File: src/lmss_pkg.sv
`timescale 1ns / 1ps
// ----------------------------------------------------------------------------
// lmss_pkg
// Shared types, constants and helpers for the LED matrix shadow serializer.
// ----------------------------------------------------------------------------
package lmss_pkg;

  localparam int unsigned ROWS_DEF   = 8;
  localparam int unsigned FRAME_BITS = 16;
  localparam int unsigned CNT_W      = $clog2(FRAME_BITS);

  typedef enum logic [1:0] {
    REQ_RAW  = 2'd0,
    REQ_PIXW = 2'd1,
    REQ_PIXR = 2'd2,
    REQ_PAT  = 2'd3
  } req_type_e;

  typedef enum logic [1:0] {
    ST_IDLE  = 2'd0,
    ST_SHIFT = 2'd1,
    ST_READ  = 2'd2
  } lmss_state_e;

  // Logical row position 0 is wired to bit 7, the others one bit lower.
  function automatic logic [7:0] pixel_mask(input logic [2:0] y);
    logic [2:0] b;
    b = (y == 3'd0) ? 3'd7 : (y - 3'd1);
    return 8'd1 << b;
  endfunction

  function automatic logic [7:0] rotate_right1(input logic [7:0] b);
    return {b[0], b[7:1]};
  endfunction

endpackage

File: src/lmss_if.sv
`timescale 1ns / 1ps
// ----------------------------------------------------------------------------
// lmss_req_if / lmss_rsp_if
// Valid/ready channels for requests and per-bit results.
// ----------------------------------------------------------------------------
interface lmss_req_if import lmss_pkg::*; ();
  logic       valid;
  logic       ready;
  req_type_e  req_type;
  logic [7:0] reg_addr;
  logic [7:0] reg_value;
  logic [2:0] column;
  logic [2:0] row_bit;
  logic       pixel_on;

  modport source (output valid, req_type, reg_addr, reg_value, column, row_bit, pixel_on,
                  input ready);
  modport sink   (input valid, req_type, reg_addr, reg_value, column, row_bit, pixel_on,
                  output ready);
endinterface

interface lmss_rsp_if;
  logic valid;
  logic ready;
  logic serial_bit;
  logic frame_done;
  logic read_valid;
  logic pixel_value;
  logic last;

  modport source (output valid, serial_bit, frame_done, read_valid, pixel_value, last,
                  input ready);
  modport sink   (input valid, serial_bit, frame_done, read_valid, pixel_value, last,
                  output ready);
endinterface

File: src/led_matrix_shadow_serializer.sv
`timescale 1ns / 1ps
// The first result shows in the cycle after the request transfer.
// A write sends 16 results, one frame bit per cycle while the receiver is ready,
// from a 16-bit shift register; a pixel read gives one result.
// The next request is taken on the edge that transfers the last result.
// Reset clears the control state and all shadow rows to zero.
// ----------------------------------------------------------------------------
// led_matrix_shadow_serializer
// Serializes register frames MSB first and keeps a shadow of the row registers.
// ----------------------------------------------------------------------------
module led_matrix_shadow_serializer import lmss_pkg::*; #(
  parameter int unsigned ROWS = ROWS_DEF
) (
  input  logic       clk_i,
  input  logic       rst_ni,
  lmss_req_if.sink   req_i,
  lmss_rsp_if.source rsp_o
);

  localparam int unsigned IdxW = (ROWS > 1) ? $clog2(ROWS) : 1;

  lmss_state_e state_q, state_d;
  logic [FRAME_BITS-1:0] shift_q, shift_d;
  logic [CNT_W-1:0]      cnt_q, cnt_d;
  logic                  pix_q, pix_d;
  logic [7:0]            shadow_q [ROWS];

  logic       in_fire, out_fire, out_last;
  logic       col_in_range, addr_in_range, is_write;
  logic [7:0] row_old, row_new, addr_b, val_b;
  logic [IdxW-1:0] wr_idx;

  assign in_fire  = req_i.valid && req_i.ready;
  assign out_fire = rsp_o.valid && rsp_o.ready;
  assign out_last = (state_q == ST_READ) ||
                    ((state_q == ST_SHIFT) && (cnt_q == CNT_W'(FRAME_BITS - 1)));

  assign req_i.ready = (state_q == ST_IDLE) || (out_fire && out_last);

  // Request decode: frame address and value byte
  assign col_in_range = {1'b0, req_i.column} < 4'(ROWS);
  assign row_old = col_in_range ? shadow_q[req_i.column[IdxW-1:0]] : 8'd0;
  assign row_new = req_i.pixel_on ? (row_old | pixel_mask(req_i.row_bit))
                                  : (row_old & ~pixel_mask(req_i.row_bit));

  always_comb begin
    addr_b = {5'd0, req_i.column} + 8'd1;
    val_b  = row_new;
    unique case (req_i.req_type)
      REQ_RAW: begin
        addr_b = req_i.reg_addr;
        val_b  = req_i.reg_value;
      end
      REQ_PIXW: val_b = row_new;
      REQ_PIXR: val_b = 8'd0;
      REQ_PAT:  val_b = rotate_right1(req_i.reg_value);
      default:  val_b = 8'd0;
    endcase
  end

  assign is_write      = req_i.req_type != REQ_PIXR;
  assign addr_in_range = (addr_b >= 8'd1) && (addr_b <= 8'(ROWS));
  assign wr_idx        = IdxW'(addr_b - 8'd1);

  // Next state
  always_comb begin
    state_d = state_q;
    unique case (state_q)
      ST_IDLE: begin
        if (in_fire) state_d = is_write ? ST_SHIFT : ST_READ;
      end
      ST_SHIFT, ST_READ: begin
        if (in_fire) begin
          state_d = is_write ? ST_SHIFT : ST_READ;
        end else if (out_fire && out_last) begin
          state_d = ST_IDLE;
        end
      end
      default: state_d = ST_IDLE;
    endcase
  end

  // Datapath next values
  always_comb begin
    shift_d = shift_q;
    cnt_d   = cnt_q;
    pix_d   = pix_q;
    if (in_fire) begin
      shift_d = {addr_b, val_b};
      cnt_d   = '0;
      pix_d   = |(row_old & pixel_mask(req_i.row_bit));
    end else if (out_fire && (state_q == ST_SHIFT)) begin
      // advance one bit, MSB first
      shift_d = {shift_q[FRAME_BITS-2:0], 1'b0};
      cnt_d   = cnt_q + CNT_W'(1);
    end
  end

  // Outputs
  always_comb begin
    rsp_o.valid       = state_q != ST_IDLE;
    rsp_o.serial_bit  = (state_q == ST_SHIFT) && shift_q[FRAME_BITS-1];
    rsp_o.frame_done  = (state_q == ST_SHIFT) && out_last;
    rsp_o.read_valid  = state_q == ST_READ;
    rsp_o.pixel_value = (state_q == ST_READ) && pix_q;
    rsp_o.last        = out_last;
  end

  always_ff @(posedge clk_i or negedge rst_ni) begin
    if (!rst_ni) begin
      state_q <= ST_IDLE;
      cnt_q   <= '0;
    end else begin
      state_q <= state_d;
      cnt_q   <= cnt_d;
    end
  end

  always_ff @(posedge clk_i) begin
    shift_q <= shift_d;
    pix_q   <= pix_d;
  end

  always_ff @(posedge clk_i or negedge rst_ni) begin
    if (!rst_ni) begin
      for (int i = 0; i < ROWS; i++) shadow_q[i] <= 8'd0;
    end else if (in_fire && is_write && addr_in_range) begin
      shadow_q[wr_idx] <= val_b;
    end
  end

endmodule

File: src/flat_wrapper.sv
// flat-port wrapper written by rule: the top's interface ports become plain ports
module led_matrix_shadow_serializer_flat import lmss_pkg::*;
#(
  parameter int unsigned ROWS = ROWS_DEF
)
  (clk_i, rst_ni, req_i_valid, req_i_req_type, req_i_reg_addr, req_i_reg_value, req_i_column, req_i_row_bit, req_i_pixel_on, req_i_ready, rsp_o_valid, rsp_o_serial_bit, rsp_o_frame_done, rsp_o_read_valid, rsp_o_pixel_value, rsp_o_last, rsp_o_ready);
  lmss_req_if req_i_i ();
  lmss_rsp_if rsp_o_i ();
  input  logic clk_i;
  input  logic rst_ni;
  input wire logic [$bits(req_i_i.valid)-1:0] req_i_valid;
  input wire logic [$bits(req_i_i.req_type)-1:0] req_i_req_type;
  input wire logic [$bits(req_i_i.reg_addr)-1:0] req_i_reg_addr;
  input wire logic [$bits(req_i_i.reg_value)-1:0] req_i_reg_value;
  input wire logic [$bits(req_i_i.column)-1:0] req_i_column;
  input wire logic [$bits(req_i_i.row_bit)-1:0] req_i_row_bit;
  input wire logic [$bits(req_i_i.pixel_on)-1:0] req_i_pixel_on;
  output wire logic [$bits(req_i_i.ready)-1:0] req_i_ready;
  output wire logic [$bits(rsp_o_i.valid)-1:0] rsp_o_valid;
  output wire logic [$bits(rsp_o_i.serial_bit)-1:0] rsp_o_serial_bit;
  output wire logic [$bits(rsp_o_i.frame_done)-1:0] rsp_o_frame_done;
  output wire logic [$bits(rsp_o_i.read_valid)-1:0] rsp_o_read_valid;
  output wire logic [$bits(rsp_o_i.pixel_value)-1:0] rsp_o_pixel_value;
  output wire logic [$bits(rsp_o_i.last)-1:0] rsp_o_last;
  input wire logic [$bits(rsp_o_i.ready)-1:0] rsp_o_ready;
  assign req_i_i.valid = req_i_valid;
  assign req_i_i.req_type = req_i_req_type;
  assign req_i_i.reg_addr = req_i_reg_addr;
  assign req_i_i.reg_value = req_i_reg_value;
  assign req_i_i.column = req_i_column;
  assign req_i_i.row_bit = req_i_row_bit;
  assign req_i_i.pixel_on = req_i_pixel_on;
  assign req_i_ready = req_i_i.ready;
  assign rsp_o_valid = rsp_o_i.valid;
  assign rsp_o_serial_bit = rsp_o_i.serial_bit;
  assign rsp_o_frame_done = rsp_o_i.frame_done;
  assign rsp_o_read_valid = rsp_o_i.read_valid;
  assign rsp_o_pixel_value = rsp_o_i.pixel_value;
  assign rsp_o_last = rsp_o_i.last;
  assign rsp_o_i.ready = rsp_o_ready;
  led_matrix_shadow_serializer #(.ROWS(ROWS)) u_core (.clk_i(clk_i), .rst_ni(rst_ni), .req_i(req_i_i), .rsp_o(rsp_o_i));
endmodule
File: config.mk
export PLATFORM = sky130hd
export DESIGN_NAME = led_matrix_shadow_serializer_flat
export DESIGN_NICKNAME = d
export VERILOG_FILES = /design/src/lmss_pkg.sv /design/src/lmss_if.sv /design/src/led_matrix_shadow_serializer.sv /design/src/flat_wrapper.sv
export SDC_FILE = /design/constraint.sdc
export NUM_CORES = 1
export LEC_CHECK = 0
export ABC_AREA = 0
export BUFFER_PORTS_ARGS = -buffer_cell sky130_fd_sc_hd__clkbuf_2
export CAP_MARGIN = 40
export CORE_MARGIN = 2
export CORE_UTILIZATION = 40
export CTS_CLUSTER_SIZE = 30
export DETAILED_ROUTE_END_ITERATION = 12
export GPL_TIMING_DRIVEN = 0
export SKIP_CTS_REPAIR_TIMING = 1
export SLEW_MARGIN = 30
export SYNTH_ARGS = -nofsm -noshare
export SYNTH_HDL_FRONTEND = slang
export SYNTH_SLANG_ARGS = --single-unit
File: constraint.sdc
create_clock -name clk_i -period 3 [get_ports clk_i]
set_input_delay 0.15 -clock clk_i [delete_from_list [all_inputs] [get_ports clk_i]]
set_output_delay 0.15 -clock clk_i [all_outputs]
set_load 0.02 [all_outputs]
# ---- After elaboration in Yosys (flattened, before gate mapping)
# Cells that the tools add are included.
dict set report word_totals {
  register_bits 87
  input_bits 29
  out_inout_bits 7
  word_cells 78
}
dict set report op_classes {
  addsub 4
  order_cmp 5
  eq_ne 9
  shifts 1
  muxes 19
  bitwise 6
  n_reduce_logical 22
}
# cell count
set op_table {}
lappend op_table {{$bwmux 64} 1}
lappend op_table {{$mux 8} 5}
lappend op_table {{$mux 16} 2}
lappend op_table {{$pmux 8 s4} 1}
lappend op_table {{$bmux 8 s3} 1}
lappend op_table {{$demux 8 s3} 1}
lappend op_table {{$and 8x8->8} 2}
lappend op_table {{$logic_and 1x1->1} 12}
lappend op_table {{$ge 4x4->1 const B} 2}
lappend op_table {{$ge 8x1->1 const B} 1}
lappend op_table {{$le 8x4->1 const B} 1}
lappend op_table {{$mux 2} 4}
lappend op_table {{$mux 4} 2}
lappend op_table {{$not 3->4} 2}
lappend op_table {{$not 8->8} 1}
lappend op_table {{$or 8x8->8} 1}
lappend op_table {{$reduce_or 8->1} 1}
lappend op_table {{$shl 1x3->8 const A} 1}
lappend op_table {{$eq 2x2->1 const B} 3}
lappend op_table {{$sub 3x1->3 const B} 2}
lappend op_table {{$add 3x1->4 const B} 1}
lappend op_table {{$add 4x1->4 const B} 1}
lappend op_table {{$eq 2x1->1 const B} 2}
lappend op_table {{$eq 4x4->1 const B} 1}
lappend op_table {{12 further kinds} 15}

# ---- Depth between registers and ports, before layout
dict set report logic_depth {
  word_depth 9
  depth_mapped 11
  mapped_depth_nobuf 8
}

# ---- Worst setup path after synthesis
# No wires, ideal clock.
dict set report synth_path {
  path_type {input to register}
  from {in req_i_req_type[0]}
  to {reg u_core.shadow_q[32] (netlist name)}
  setup_ns 0.125
  arrival_ns 2.877
  required_time_ns 2.875
  setup_slack_ns -0.002
  path_stages 11
  n_path_buf 4
  cell_sequence {buf_2 -> nor2_1 -> clkbuf_1 -> mux2i_1 -> ha_1 -> o211ai_1 -> and2_1 -> buf_2 -> or4_1 -> buf_6 -> mux2_4}
}
dict set report synth_via {
  elab_chain_len 9
  elab_cells_between_ends 20
  classes_between {add/sub (1); order compare (4); eq/ne (4); mux (5); bitwise (1); reduce/logical (5)}
}
# item line_no
set synth_lines {}
lappend synth_lines {{from (decl)} flat_wrapper.sv:12} ;# input wire logic [$bits(req_i_i.req_type)-1:0] req_i_req_type;
lappend synth_lines {{$logic_not 2->1} led_matrix_shadow_serializer.sv:49} ;# unique case (req_i.req_type)
lappend synth_lines {{$mux 8} led_matrix_shadow_serializer.sv:49}
lappend synth_lines {{$sub 3x1->3} led_matrix_shadow_serializer.sv:63} ;# assign wr_idx = IdxW'(addr_b - 8'd1);
lappend synth_lines {{$not 3->4 (not written as such)} led_matrix_shadow_serializer.sv:128} ;# shadow_q[wr_idx] <= val_b;
lappend synth_lines {{$ge 4x4->1 (not written as such) or $lt 4x1->1 (tied branches)} led_matrix_shadow_serializer.sv:128}
lappend synth_lines {{$logic_and 1x1->1 (not written as such)} led_matrix_shadow_serializer.sv:128}
lappend synth_lines {{$mux 8 (not written as such)} led_matrix_shadow_serializer.sv:128}
lappend synth_lines {{$demux 8 s3} led_matrix_shadow_serializer.sv:128}
lappend synth_lines {{$bwmux 64} led_matrix_shadow_serializer.sv:128}
lappend synth_lines {{to (signal, indexed assignment)} led_matrix_shadow_serializer.sv:128}
lappend synth_lines {{to (decl)} led_matrix_shadow_serializer.sv:26} ;# logic [7:0] shadow_q [ROWS];
# Parallel ways exist; a longest one is shown, timed or not.
# A chain may end at the register's enable or synchronous reset.

# ---- Final worst setup path
dict set report layout_path {
  from {in req_i_req_type[1]}
  to {reg u_core.shadow_q[32] (netlist name)}
}
# Same word-level chain as after synthesis.

==> reports/results.ini <==
[global_route]
antenna_found_initial=0
grt_pass1_wl_um=17100
grt.overflow.total=0
track_usage=0.177
first_global_vias=3143
grt_max_degree=45

[cells_and_area]
nFillCells=1001
regArea_sq_mm=0.00226
syn_to_final_growth_pct=16.6
nets=448
multi_input_area_sq_mm=0.00234
stdcell_count=559
final_layout_size_suffix_gt1_frac=0.411
n_antenna_cell=0

[drt]
drtIter0Drc=168
drt-total-wl_um=10800
wl_per_cell_um=19.3
vias=3063
via_per_inst=5.48
drc_errors=0
ant_nets=0
first_pass_iters=5

[placed_design]
dp_hpwl_um=7450
place_congestion=0.817
placed_cells=533
io_buffer_count=33

[synth]
yosys-top-cells-count=dfrtp_1, mux2_2, nand2_1
synth_seq_cells=87
synthCells=355
synth_most_common_cell=dfrtp_1
syn_area_per_cell_sq_um=13.3
ys_top_cells_by_area=dfrtp_1, mux2_2, edfxtp_1
ys_seq_area_frac=0.480
synth-edff-count=17
netlist.area_leader.share=0.372
ys_types=52
synthFlopType=dfrtp_1
syn_nets=392
async_flop_share=0.805
ys_warn_count=0
yosys.area.top_type=dfrtp_1
netlist_area_sq_mm=0.00471

[power]
vdd_drop_max_uv=506
pwr_density_cell_mw_per_mm2=784
p_leak_nw=2.48

[sta]
hold_viol=0
clock.fmax_mhz=359
period_share=0.930
rsz0062_at_grt=no
slew_violations=0
worstMarginPinSlew_ns=0.795
slew_headroom=0.469
finalClockSkew_ns=0.00718
setup_viol=0
fin_crit_ns=2.79
fin_hold_ws_ns=0.120

[floorplan]
ioPinCount=36
start_util=0.411
fp.dieW_um=113
die_h_um=113
core_region_area_sq_mm=0.0115
rows=39
design.die.area_sq_mm=0.0127

[status]
status=finished clean

[worst_hold_path]
hold_class=primary input to register

[clock_network]
worstSkewPairLatency_ns=0.34
cts.sinks=87
cts_buffers=9
clk_pin_slew_ns=0.06
root_buffer=clkbuf_16
cts-htree-levels=3
cts_tree=built
clockBufferDepth=2

[setup_path]
cp.arrival_ns=3.01
critPathKind=primary input to register
cp-start-kind=primary input
slowest_delay_ns=0.69
crit_buf_inv=4
cp-end-kind=register
worst_path_most_repeated_cell=buf_6
cp.required_ns=3.22
slowest_stage=o311ai_4
path_max_fanout=10
worstPathCellList=clkbuf_2 > buf_6 > nor2_4 > clkbuf_4 > mux2i_2 > ha_1 > o211ai_1 > o311ai_4 > or4_1 > buf_6 > mux2_4
crit_family=compound AO/OA/AOI/OAI gates

[job]
maxCapViolations=0

[cells by family after synthesis]
kind of cell,after synthesis,share of synthesized area
DFF,87,0.480
adders and majority gates,8,0.0212
AOI/OAI and AO/OA,47,0.0725
xor gates and xnor gates,4,0.00743
buffers and inverters,24,0.0250
muxes,102,0.281
and+or+nand+nor,83,0.113
[through the flow]
step	TNS [ns]	power [W]	utilization	setup WS, ns	instance area, sq um
2_1_floorplan	0	0.00292	-	0.0824	4710
3_3_place_gp	-31.93	0.00321	0.441	-0.572	5060
3_5_place_dp	-35.07	0.00327	0.444	-0.643	5090
4_1_cts	-12.18	0.00435	0.469	-0.286	5380
5_1_grt	0	0.00458	0.479	0.0825	5500
6_report	0	0.00431	0.479	0.211	5500
[state kept, by name (all words and copies together) (netlist names)]
signal,count
u_core.pix_q,1
u_core.cnt_q,4
u_core.shadow_q,64
u_core.state_q,2
u_core.shift_q,16
[cell type report]
type,instances,area share
Timing Repair Buffer,45,0.0555
Inverter,8,0.00546
Buffer,16,0.0166
Sequential cell,87,0.412
Tap cell,143,0.0326
Clock inverter,6,0.00819
Clock buffer,10,0.0435
Multi-Input combinational cell,244,0.427
[layout by cell type (no fill, tap or decap), types with 4 or more instances in the layout]
master	instances
nand2_1	26
mux2i_1	14
ha_1	8
dfrtp_1	70
nor2_1	11
buf_2	4
clkbuf_16	9
clkbuf_1	5
edfxtp_1	17
nor3b_1	4
o21ai_0	10
a22oi_1	8
clkbuf_2	32
buf_6	5
and2_1	6
mux2_4	16
mux2_2	59
nor4_4	5
buf_4	6
a21oi_1	4
o21ai_1	6
inv_1	8
mux4_2	12
nand3_1	7
[worst register-to-register path, delay by kind of cell (launching register included)]
family,cells,cell delay [ns]
multiplexers,1,0.34
AND/OR/NAND/NOR,2,0.78
buffers and inverters,3,0.42
adder cells (fa/ha/maj),1,0.24
flip-flops,1,0.41
AO/OA/AOI/OAI,2,0.45
[final timing paths]
kind                       slack (ns)                               to                       startpoint  cells past startpoint
max                              0.21  u_core.shadow_q[32]$_DFFE_PN0P_                req_i_req_type[1]                     11
min                              0.12     u_core.shift_q[15]$_DFFE_PP_                req_i_reg_addr[7]                      3
max reg2reg                      0.25  u_core.shadow_q[19]$_DFFE_PN0P_    u_core.state_q[1]$_DFFE_PN0P_                      9
min reg2reg                      0.50  u_core.shadow_q[28]$_DFFE_PN0P_  u_core.shadow_q[28]$_DFFE_PN0P_                      1
max in group asynchronous        2.14  u_core.shadow_q[38]$_DFFE_PN0P_                           rst_ni                      3
min in group asynchronous        0.30  u_core.shadow_q[43]$_DFFE_PN0P_                           rst_ni                      2
[report_power, final]
group / switching, W / total, W / leakage (nW) / internal (W)
registers: 0.000207 / 0.00193 / 1.10 / 0.00172
clock network: 0.000470 / 0.00106 / 0.131 / 0.000586
logic: 0.000617 / 0.00132 / 1.25 / 0.000705
[routing by layer]
| metal | vias to the layer above | wire (um) | GRT usage |
|---|---|---|---|
| met1 | 1535 | 4830 | 0.234 |
| met4 | 0 | 213 | 0.0593 |
| met5 | - | 0 | 0 |
| met3 | 17 | 611 | 0.0502 |
| li1 | 1441 | - | - |
| met2 | 70 | 5110 | 0.281 |
No activity file was read; power rests on OpenSTA's default activity.
